`src/hdl/fsrl_pkg.sv`:
```
`timescale 1ns / 1ps
package fsrl_pkg;

  localparam int MAX_WIDTH      = 1024;
  localparam int MAX_LABELS     = 16384;
  localparam int MEAN_FRAC_BITS = 4;

  localparam int CH_W       = 8;
  localparam int COL_W      = $clog2(MAX_WIDTH);
  localparam int LABEL_W    = $clog2(MAX_LABELS);
  localparam int MEAN_W     = CH_W + MEAN_FRAC_BITS;
  localparam int COUNT_W    = 21;
  localparam int THR_W      = 18;
  localparam int FW_W       = 11;
  localparam int SQ_W       = 2 * MEAN_W;
  localparam int DIST_W     = SQ_W + 2;
  localparam int LIM_W      = THR_W + 2 * MEAN_FRAC_BITS;
  localparam int CMP_W      = (DIST_W > LIM_W) ? DIST_W : LIM_W;
  localparam int CFG_IDX_W  = 1;
  localparam int CFG_DATA_W = THR_W;

  typedef logic [LABEL_W-1:0] label_t;
  typedef logic [COL_W-1:0]   col_t;
  typedef logic [CH_W-1:0]    pix_t;
  typedef logic [MEAN_W-1:0]  mean_t;
  typedef logic [COUNT_W-1:0] count_t;
  typedef logic [SQ_W-1:0]    sq_t;
  typedef logic [CMP_W-1:0]   cmp_t;
  typedef logic [FW_W-1:0]    fw_t;
  typedef logic [THR_W-1:0]   thr_t;

  localparam label_t LABEL_MAX = label_t'(MAX_LABELS - 1);
  localparam count_t COUNT_MAX = {COUNT_W{1'b1}};

  typedef struct packed {
    mean_t r;
    mean_t g;
    mean_t b;
  } means_t;

  typedef struct packed {
    logic   valid;
    label_t lab;
  } link_t;

  typedef struct packed {
    logic   cmd;
    logic   frame_start;
    pix_t   red;
    pix_t   green;
    pix_t   blue;
    label_t query_label;
  } in_item_t;

  typedef struct packed {
    label_t label;
    count_t region_size;
    logic   overflow;
  } out_item_t;

  typedef enum logic [CFG_IDX_W-1:0] {
    CFG_THRESHOLD   = 1'b0,
    CFG_FRAME_WIDTH = 1'b1
  } cfg_idx_t;

  typedef enum logic [3:0] {
    S_IDLE, S_DEC, S_LRD, S_LCHK, S_TST, S_ML, S_MT, S_NL, S_NT,
    S_ACT, S_MRG2, S_QRD, S_QSZ, S_OUT
  } state_t;

  typedef enum logic [1:0] {
    PH_L, PH_T, PH_Q
  } phase_t;

  typedef enum logic [4:0] {
    OP_NONE, OP_ACCEPT, OP_QOOR, OP_INIT0, OP_RES_L, OP_RES_T, OP_RES_Q,
    OP_LINK_RD, OP_STEP, OP_ROOT_L, OP_ROOT_T, OP_ROOT_Q, OP_MRD_L,
    OP_MRD_T, OP_CAP_T, OP_NEAR_T, OP_ACT, OP_CLR_T, OP_QSZ
  } dp_op_t;

  typedef struct packed {
    dp_op_t op;
    logic   out_load;
  } dp_cmd_t;

  typedef struct packed {
    logic is_query;
    logic q_oor;
    logic first_pix;
    logic two_nbr;
    logic link_valid;
    logic merge;
    logic out_free;
  } dp_stat_t;

endpackage

```
`src/hdl/fsrl_ctrl.sv`:
```
`timescale 1ns / 1ps
module fsrl_ctrl import fsrl_pkg::*; (
  input  logic     clk,
  input  logic     rst_n,
  input  logic     in_valid,
  output logic     in_ready,
  input  dp_stat_t stat,
  output dp_cmd_t  cmd
);

  state_t state_r, state_nxt;
  phase_t phase_r, phase_nxt;

  always_ff @(posedge clk) begin
    if (!rst_n) begin
      state_r <= S_IDLE;
      phase_r <= PH_L;
    end else begin
      state_r <= state_nxt;
      phase_r <= phase_nxt;
    end
  end

  always_comb begin
    state_nxt    = state_r;
    phase_nxt    = phase_r;
    cmd.op       = OP_NONE;
    cmd.out_load = 1'b0;
    in_ready     = 1'b0;
    case (state_r)
      S_IDLE: begin
        in_ready = 1'b1;
        if (in_valid) begin
          cmd.op    = OP_ACCEPT;
          state_nxt = S_DEC;
        end
      end
      S_DEC: begin
        if (stat.is_query) begin
          if (stat.q_oor) begin
            cmd.op    = OP_QOOR;
            state_nxt = S_OUT;
          end else begin
            cmd.op    = OP_RES_Q;
            phase_nxt = PH_Q;
            state_nxt = S_LRD;
          end
        end else if (stat.first_pix) begin
          cmd.op    = OP_INIT0;
          state_nxt = S_OUT;
        end else begin
          cmd.op    = OP_RES_L;
          phase_nxt = PH_L;
          state_nxt = S_LRD;
        end
      end
      S_LRD: begin
        cmd.op    = OP_LINK_RD;
        state_nxt = S_LCHK;
      end
      S_LCHK: begin
        if (stat.link_valid) begin
          cmd.op    = OP_STEP;
          state_nxt = S_LRD;
        end else begin
          case (phase_r)
            PH_L: begin
              cmd.op    = OP_ROOT_L;
              state_nxt = stat.two_nbr ? S_TST : S_ML;
            end
            PH_T: begin
              cmd.op    = OP_ROOT_T;
              state_nxt = S_ML;
            end
            PH_Q: begin
              cmd.op    = OP_ROOT_Q;
              state_nxt = S_QRD;
            end
            default: state_nxt = S_IDLE;
          endcase
        end
      end
      S_TST: begin
        cmd.op    = OP_RES_T;
        phase_nxt = PH_T;
        state_nxt = S_LRD;
      end
      S_ML: begin
        cmd.op    = OP_MRD_L;
        state_nxt = S_MT;
      end
      S_MT: begin
        cmd.op    = OP_MRD_T;
        state_nxt = S_NL;
      end
      S_NL: begin
        cmd.op    = OP_CAP_T;
        state_nxt = S_NT;
      end
      S_NT: begin
        cmd.op    = OP_NEAR_T;
        state_nxt = S_ACT;
      end
      S_ACT: begin
        cmd.op    = OP_ACT;
        state_nxt = stat.merge ? S_MRG2 : S_OUT;
      end
      S_MRG2: begin
        cmd.op    = OP_CLR_T;
        state_nxt = S_OUT;
      end
      S_QRD: begin
        cmd.op    = OP_MRD_L;
        state_nxt = S_QSZ;
      end
      S_QSZ: begin
        cmd.op    = OP_QSZ;
        state_nxt = S_OUT;
      end
      S_OUT: begin
        if (stat.out_free) begin
          cmd.out_load = 1'b1;
          state_nxt    = S_IDLE;
        end
      end
      default: state_nxt = S_IDLE;
    endcase
  end

endmodule

```
`config.mk`:
```
export PLATFORM = sky130hd
export DESIGN_NAME = fsrl_ctrl
export DESIGN_NICKNAME = d
export VERILOG_FILES = /design/src/hdl/fsrl_pkg.sv /design/src/hdl/fsrl_ctrl.sv
export SDC_FILE = /design/constraint.sdc
export NUM_CORES = 1
export LEC_CHECK = 0
export ABC_AREA = 1
export BUFFER_PORTS_ARGS = -buffer_cell sky130_fd_sc_hd__buf_2
export CAP_MARGIN = 30
export CORE_UTILIZATION = 45
export CTS_BUF_LIST = sky130_fd_sc_hd__clkbuf_8 sky130_fd_sc_hd__clkbuf_16
export CTS_CLUSTER_DIAMETER = 80
export CTS_CLUSTER_SIZE = 12
export DETAILED_ROUTE_END_ITERATION = 12
export GPL_ROUTABILITY_DRIVEN = 0
export HOLD_SLACK_MARGIN = 0.02
export PLACE_DENSITY = 0.8
export SYNTH_ARGS = -nofsm -noshare
export SYNTH_HDL_FRONTEND = slang
export SYNTH_SLANG_ARGS = --single-unit
```
`constraint.sdc`:
```
create_clock -name clk -period 1.9 [get_ports clk]
set_clock_uncertainty 0.1 [all_clocks]
set_input_delay 0.285 -clock clk [delete_from_list [all_inputs] [get_ports clk]]
set_output_delay 0.285 -clock clk [all_outputs]
set_load 0.01 [all_outputs]
```
==> impl_metrics.toml, run 1 <==
[detailed_routing]
ant_nets = 0
drt_first_pass_iters = 4
vias = 755
wl_um = 1640
first_iter_violations = 15
vias_per_cell = 5.35
wl_per_cell_um = 11.6
drc = 0

[floorplan]
rows = 12
design.die.area_mm2 = 0.00151
die_h_um = 38.8
ios = 17
chipWidth_um = 38.8
start_util = 0.515
coreArea_mm2 = 0.00119

[yosys]
ys_seq_area_frac = 0.197
synth_edf_count = 0
synth_compound_area_frac = 0.160
ys_ff_latch = 6
yosys.area_share.adder = 0.0820
syn_inst = 108
synthMuxAreaShare = 0
synth-xor-area-share = 0
synth_nets = 122
synth_cell_type_count = 21
synth_area_um2 = 611
yosysTopAreaCell = "dfxtp_1"
synth_top_family_by_area = "simple AND/OR/NAND/NOR gates"
async_reset_ff_frac = 0
yosysWarnings = 0
syn_area_per_cell_um2 = 5.65
yosys.area_share.simple = 0.420
synth.area.top_cells = "dfxtp_1, nand2_1, inv_1, ha_1, nor2_1"
synth_flop_cell = "dfxtp_1"
synth_top_area_frac = 0.197

[clock_tree]
htree_num_levels = 1
clock-sinks = 6
clk_pin_slew_ns = 0.04
clock_latency_ns = 0.22
tritoncts = "yes"
holdBufCountCts = 0
cts_made_buffers = 3
cts_setup_buffers = 0
cts_root_buf = "clkbuf_8"
clock_path_buffers = 2

[status]
outcome = "finished clean"

[sta]
worst_pin_slew_ns = 0.305
final-setup-viol-count = 0
fin_ws_ns = 0.0481
layout_min_cycle_time_ns = 1.85
finalHoldViolCount = 0
whs_ns = 0.223
min_period_over_period = 0.975
slew_headroom = 0.796
tns_ns = 0
slew_violations = 0
rsz0062_at_grt = "yes"
clock.fmax_mhz = 540

[global_routing]
grt_max_degree = 9
antenna_found_initial = 0
grt_pass1_wl_um = 2650
grt_remaining_overflow = 0
grt_pass1_vias = 655
track_usage = 0.256

[setup_path]
cp_max_fo = 5
cp-end-kind = "output pin"
start_kind = "register"
worstPathRequired_ns = 1.51
critPathKind = "reg2out"
critical_path_arrival_ns = 1.47

[layout]
final_common_cell = "nand2_1"
final_nets = 143
fillers = 112
layout-drive-gt1-share = 0.228
diodes = 0
area_delta_synth_final_pct = 25.0
layout_common_cells = "nand2_1, inv_1, buf_2, nor2_1, nand3_1"
final_cells = 141

[place]
dp_hpwl_um = 1360
dp.cells = 138
portBuffers = 16
dp_slack_ns = 0.299

[flow_run]
cap_violations = 0

[power_and_ir_drop]
ir_drop_uv = 950
p_per_area_mw_per_mm2 = 1400
p_leak_nw = 0.430
total_power_mw = 1.07

[hold_path]
hold_path_class = "in2reg"
## flip-flops by register name (all words and copies together), names as in the netlist
register / cells
phase_r: 2
state_r: 4
## cell usage after synthesis, types with 2 or more instances
library cell	n
a21oi_1	7
nand4_1	3
nor3_1	2
nand2_1	27
inv_2	2
dfxtp_1	6
nor2_1	13
inv_1	21
ha_1	4
o21ai_0	4
nand3_1	8
o211ai_1	2
## per-stage QoR
step	area, um2	util
after floorplan	611	-
final	763	0.643
after CTS	749	0.632
after detailed placement	708	0.597
after global routing	763	0.643
after global placement	708	0.597
## cell type report
type                    instances  area (um2)  share of cell area
multi-input cells              79         417               0.546
flip-flops and latches          6         121               0.159
inverters                      23        86.3               0.113
repair buffers                 16        80.1               0.105
clock buffers                   3        41.3              0.0541
well taps                      14        17.5              0.0230
## logic make-up after synthesis
group	Yosys count
and+or+nand+nor	58
buffers and inverters	23
AOI/OAI and AO/OA	17
DFF	6
adders and majority gates	4
## worst paths after layout
| check | from | end | slack [ns] | cells past startpoint |
|---|---|---|---|---|
| worst max register to register | phase_r[0]$_SDFFE_PN0P_ | state_r[0]$_SDFFE_PN0P_ | 0.36 | 8 |
| worst min-delay path | rst_n | state_r[2]$_SDFFE_PN0P_ | 0.22 | 3 |
| worst max-delay path | state_r[2]$_SDFFE_PN0P_ | cmd[1] | 0.05 | 7 |
| worst min register to register | phase_r[0]$_SDFFE_PN0P_ | phase_r[0]$_SDFFE_PN0P_ | 0.43 | 2 |
## timing repair
item / 4_1_cts / 5_1_grt
endpoints found under the setup margin: 0 / 4
endpoints found under the hold margin: 0 / 0
gates resized for setup: 0 / 5
## power by group
| part | switching [mW] | internal (mW) |
|---|---|---|
| registers | 0.0460 | 0.170 |
| logic | 0.429 | 0.238 |
| clock network | 0.0499 | 0.136 |
| total | 0.525 | 0.543 |
## layer usage
metal	global-route usage	up-vias	routed length (um)
li1	-	385	-
met1	0.314	338	725
met2	0.438	28	805
met3	0.0751	4	84
met4	0.0517	0	25
met5	0	-	0
## worst max-delay path: stages, from the launching register on
cell,delay [ns]
dfxtp_1,0.42
inv_2,0.06
nor2_2,0.19
inv_1,0.09
nor2_1,0.17
a21oi_1,0.08
nand4_1,0.10
buf_2,0.13
(Power assumes the default switching activity.)
==> run 2, diff against run 1 <==
--- a/config.mk
+++ b/config.mk
@@ -8,14 +8,15 @@
 export ABC_AREA = 1
 export BUFFER_PORTS_ARGS = -buffer_cell sky130_fd_sc_hd__buf_2
 export CAP_MARGIN = 30
-export CORE_UTILIZATION = 45
+export CORE_AREA = 2 2 39 41
 export CTS_BUF_LIST = sky130_fd_sc_hd__clkbuf_8 sky130_fd_sc_hd__clkbuf_16
 export CTS_CLUSTER_DIAMETER = 80
 export CTS_CLUSTER_SIZE = 12
 export DETAILED_ROUTE_END_ITERATION = 12
+export DIE_AREA = 0 0 41 43
 export GPL_ROUTABILITY_DRIVEN = 0
 export HOLD_SLACK_MARGIN = 0.02
-export PLACE_DENSITY = 0.8
+export PLACE_DENSITY = 0.81
 export SYNTH_ARGS = -nofsm -noshare
 export SYNTH_HDL_FRONTEND = slang
 export SYNTH_SLANG_ARGS = --single-unit
==> impl_metrics.toml, run 2 (synthesis gave the netlist of run 1 again) <==
[global_routing]
grt_pass1_wl_um = 2620
groute.layer.met1.usage = 0.249
busiest_layer = "met2"
grt_pass1_vias = 680
use_met3 = 0.0733
grt_remaining_overflow = 0
track_usage = 0.213
antenna_found_initial = 0
grt_util_met2 = 0.363
grt_max_degree = 9

[layout]
layout-drive-gt1-share = 0.260
final_nets = 143
layout_common_cells = "nand2_1, inv_1, buf_2, nor2_1, nand3_1"
largest_reg_flops = 4
multi_input_area_um2 = 429
final_common_cell = "nand2_1"
area_delta_synth_final_pct = 27.9
fillers = 149
top_register = "state_r"
diodes = 0
fin_area_um2 = 781
register_area_um2 = 124
reg_top3 = "state_r x4, phase_r x2"

[sta]
worst_pin_slew_ns = 0.280
tns_ns = 0
clock.fmax_mhz = 550
layout_min_cycle_time_ns = 1.82
finalHoldViolCount = 0
fin_ws_ns = 0.0816
min_period_over_period = 0.957
final-setup-viol-count = 0
slew_violations = 0
slew_headroom = 0.813
rsz0062_at_grt = "no"

[flow_run]
cap_violations = 0

[floorplan]
ios = 17
die_h_um = 43
coreArea_mm2 = 0.00138
start_util = 0.441
chipWidth_um = 41
design.die.area_mm2 = 0.00176
rows = 14

[place]
post_dp_cell_area_um2 = 711
dp_hpwl_um = 1340
portBuffers = 16
dp_slack_ns = 0.287

[clock_tree]
clk_pin_slew_ns = 0.04
clock_path_buffers = 2
tritoncts = "yes"
cts_root_buf = "clkbuf_8"
clock-sinks = 6
htree_num_levels = 1
clock_latency_ns = 0.22
cts_made_buffers = 3
cts_setup_buffers = 0

[setup_path]
cp_max_fo = 5
rr_worst_depth = 8
cp.depth = 7
path_cells = "inv_1, nand2_2, inv_2, a22oi_1, and3_1, nand3_1, buf_2"
cp_top_family = "simple AND/OR/NAND/NOR gates"
crit_buf_inv = 3
slowest_delay_ns = 0.36
worstPathRequired_ns = 1.51
start_kind = "register"
critical_path_arrival_ns = 1.43
cp_slowest_cell = "dfxtp_2"
critPathKind = "reg2out"
cp-end-kind = "output pin"

[power_and_ir_drop]
p_per_area_mw_per_mm2 = 1400
p_leak_nw = 0.436
total_power_mw = 1.09
ir_drop_uv = 656

[detailed_routing]
wl_per_cell_um = 11.3
vias_per_cell = 5.16
first_iter_violations = 24
drt_first_pass_iters = 4
wl_um = 1620
vias = 738
ant_nets = 0
drc = 0

[hold_path]
hold_path_class = "in2reg"
hold_path_depth = 3

[status]
outcome = "finished clean"
## run 2: what timing repair did
item	in CTS	in global routing
hold buffers	0	0
resized for setup	0	11
endpoints found under the setup margin	0	4
## run 2: stage by stage
step / std cells / util / hold WS, ns
3_3_place_gp: 140 / 0.514 / 0.411
5_1_grt: 143 / 0.564 / 0.207
6_report: 143 / 0.564 / 0.210
2_1_floorplan: 108 / - / 0.283
4_1_cts: 143 / 0.543 / 0.209
3_5_place_dp: 140 / 0.514 / 0.416
## run 2: power breakdown
group	switching (mW)	internal, mW	total [mW]
sequential	0.0625	0.173	0.236
combinational	0.420	0.250	0.670
clock	0.0514	0.136	0.187
total	0.534	0.559	1.09
## run 2: layout make-up
cell class	count	share of cell area
clock buffer	3	0.0529
inverter	23	0.111
multi-input combinational	79	0.550
sequential	6	0.159
tap	16	0.0256
timing repair buffer	16	0.103
## run 2: worst paths after layout
check | startpoint | endpoint | slack (ns)
worst max-delay path | state_r[1]$_SDFFE_PN0P_ | cmd[4] | 0.08
worst max register to register | phase_r[0]$_SDFFE_PN0P_ | state_r[0]$_SDFFE_PN0P_ | 0.40
worst min-delay path | rst_n | state_r[2]$_SDFFE_PN0P_ | 0.21
worst min register to register | phase_r[0]$_SDFFE_PN0P_ | phase_r[0]$_SDFFE_PN0P_ | 0.42
## run 2: worst register-to-register path, cell delays in order, from the launching register on
cell and delay, ns:
dfxtp_1 0.37, inv_1 0.09, ha_1 0.31, a21oi_1 0.14, nor2_1 0.07, nor2_1 0.10, nand2_1 0.05, nand2_1 0.08
a21oi_1 0.07
## run 2: routing by layer
metal	up-vias	part of all wire
met1	324	0.43
met3	0	0.060
met2	29	0.51
li1	385	-
met5	-	0
met4	0	0
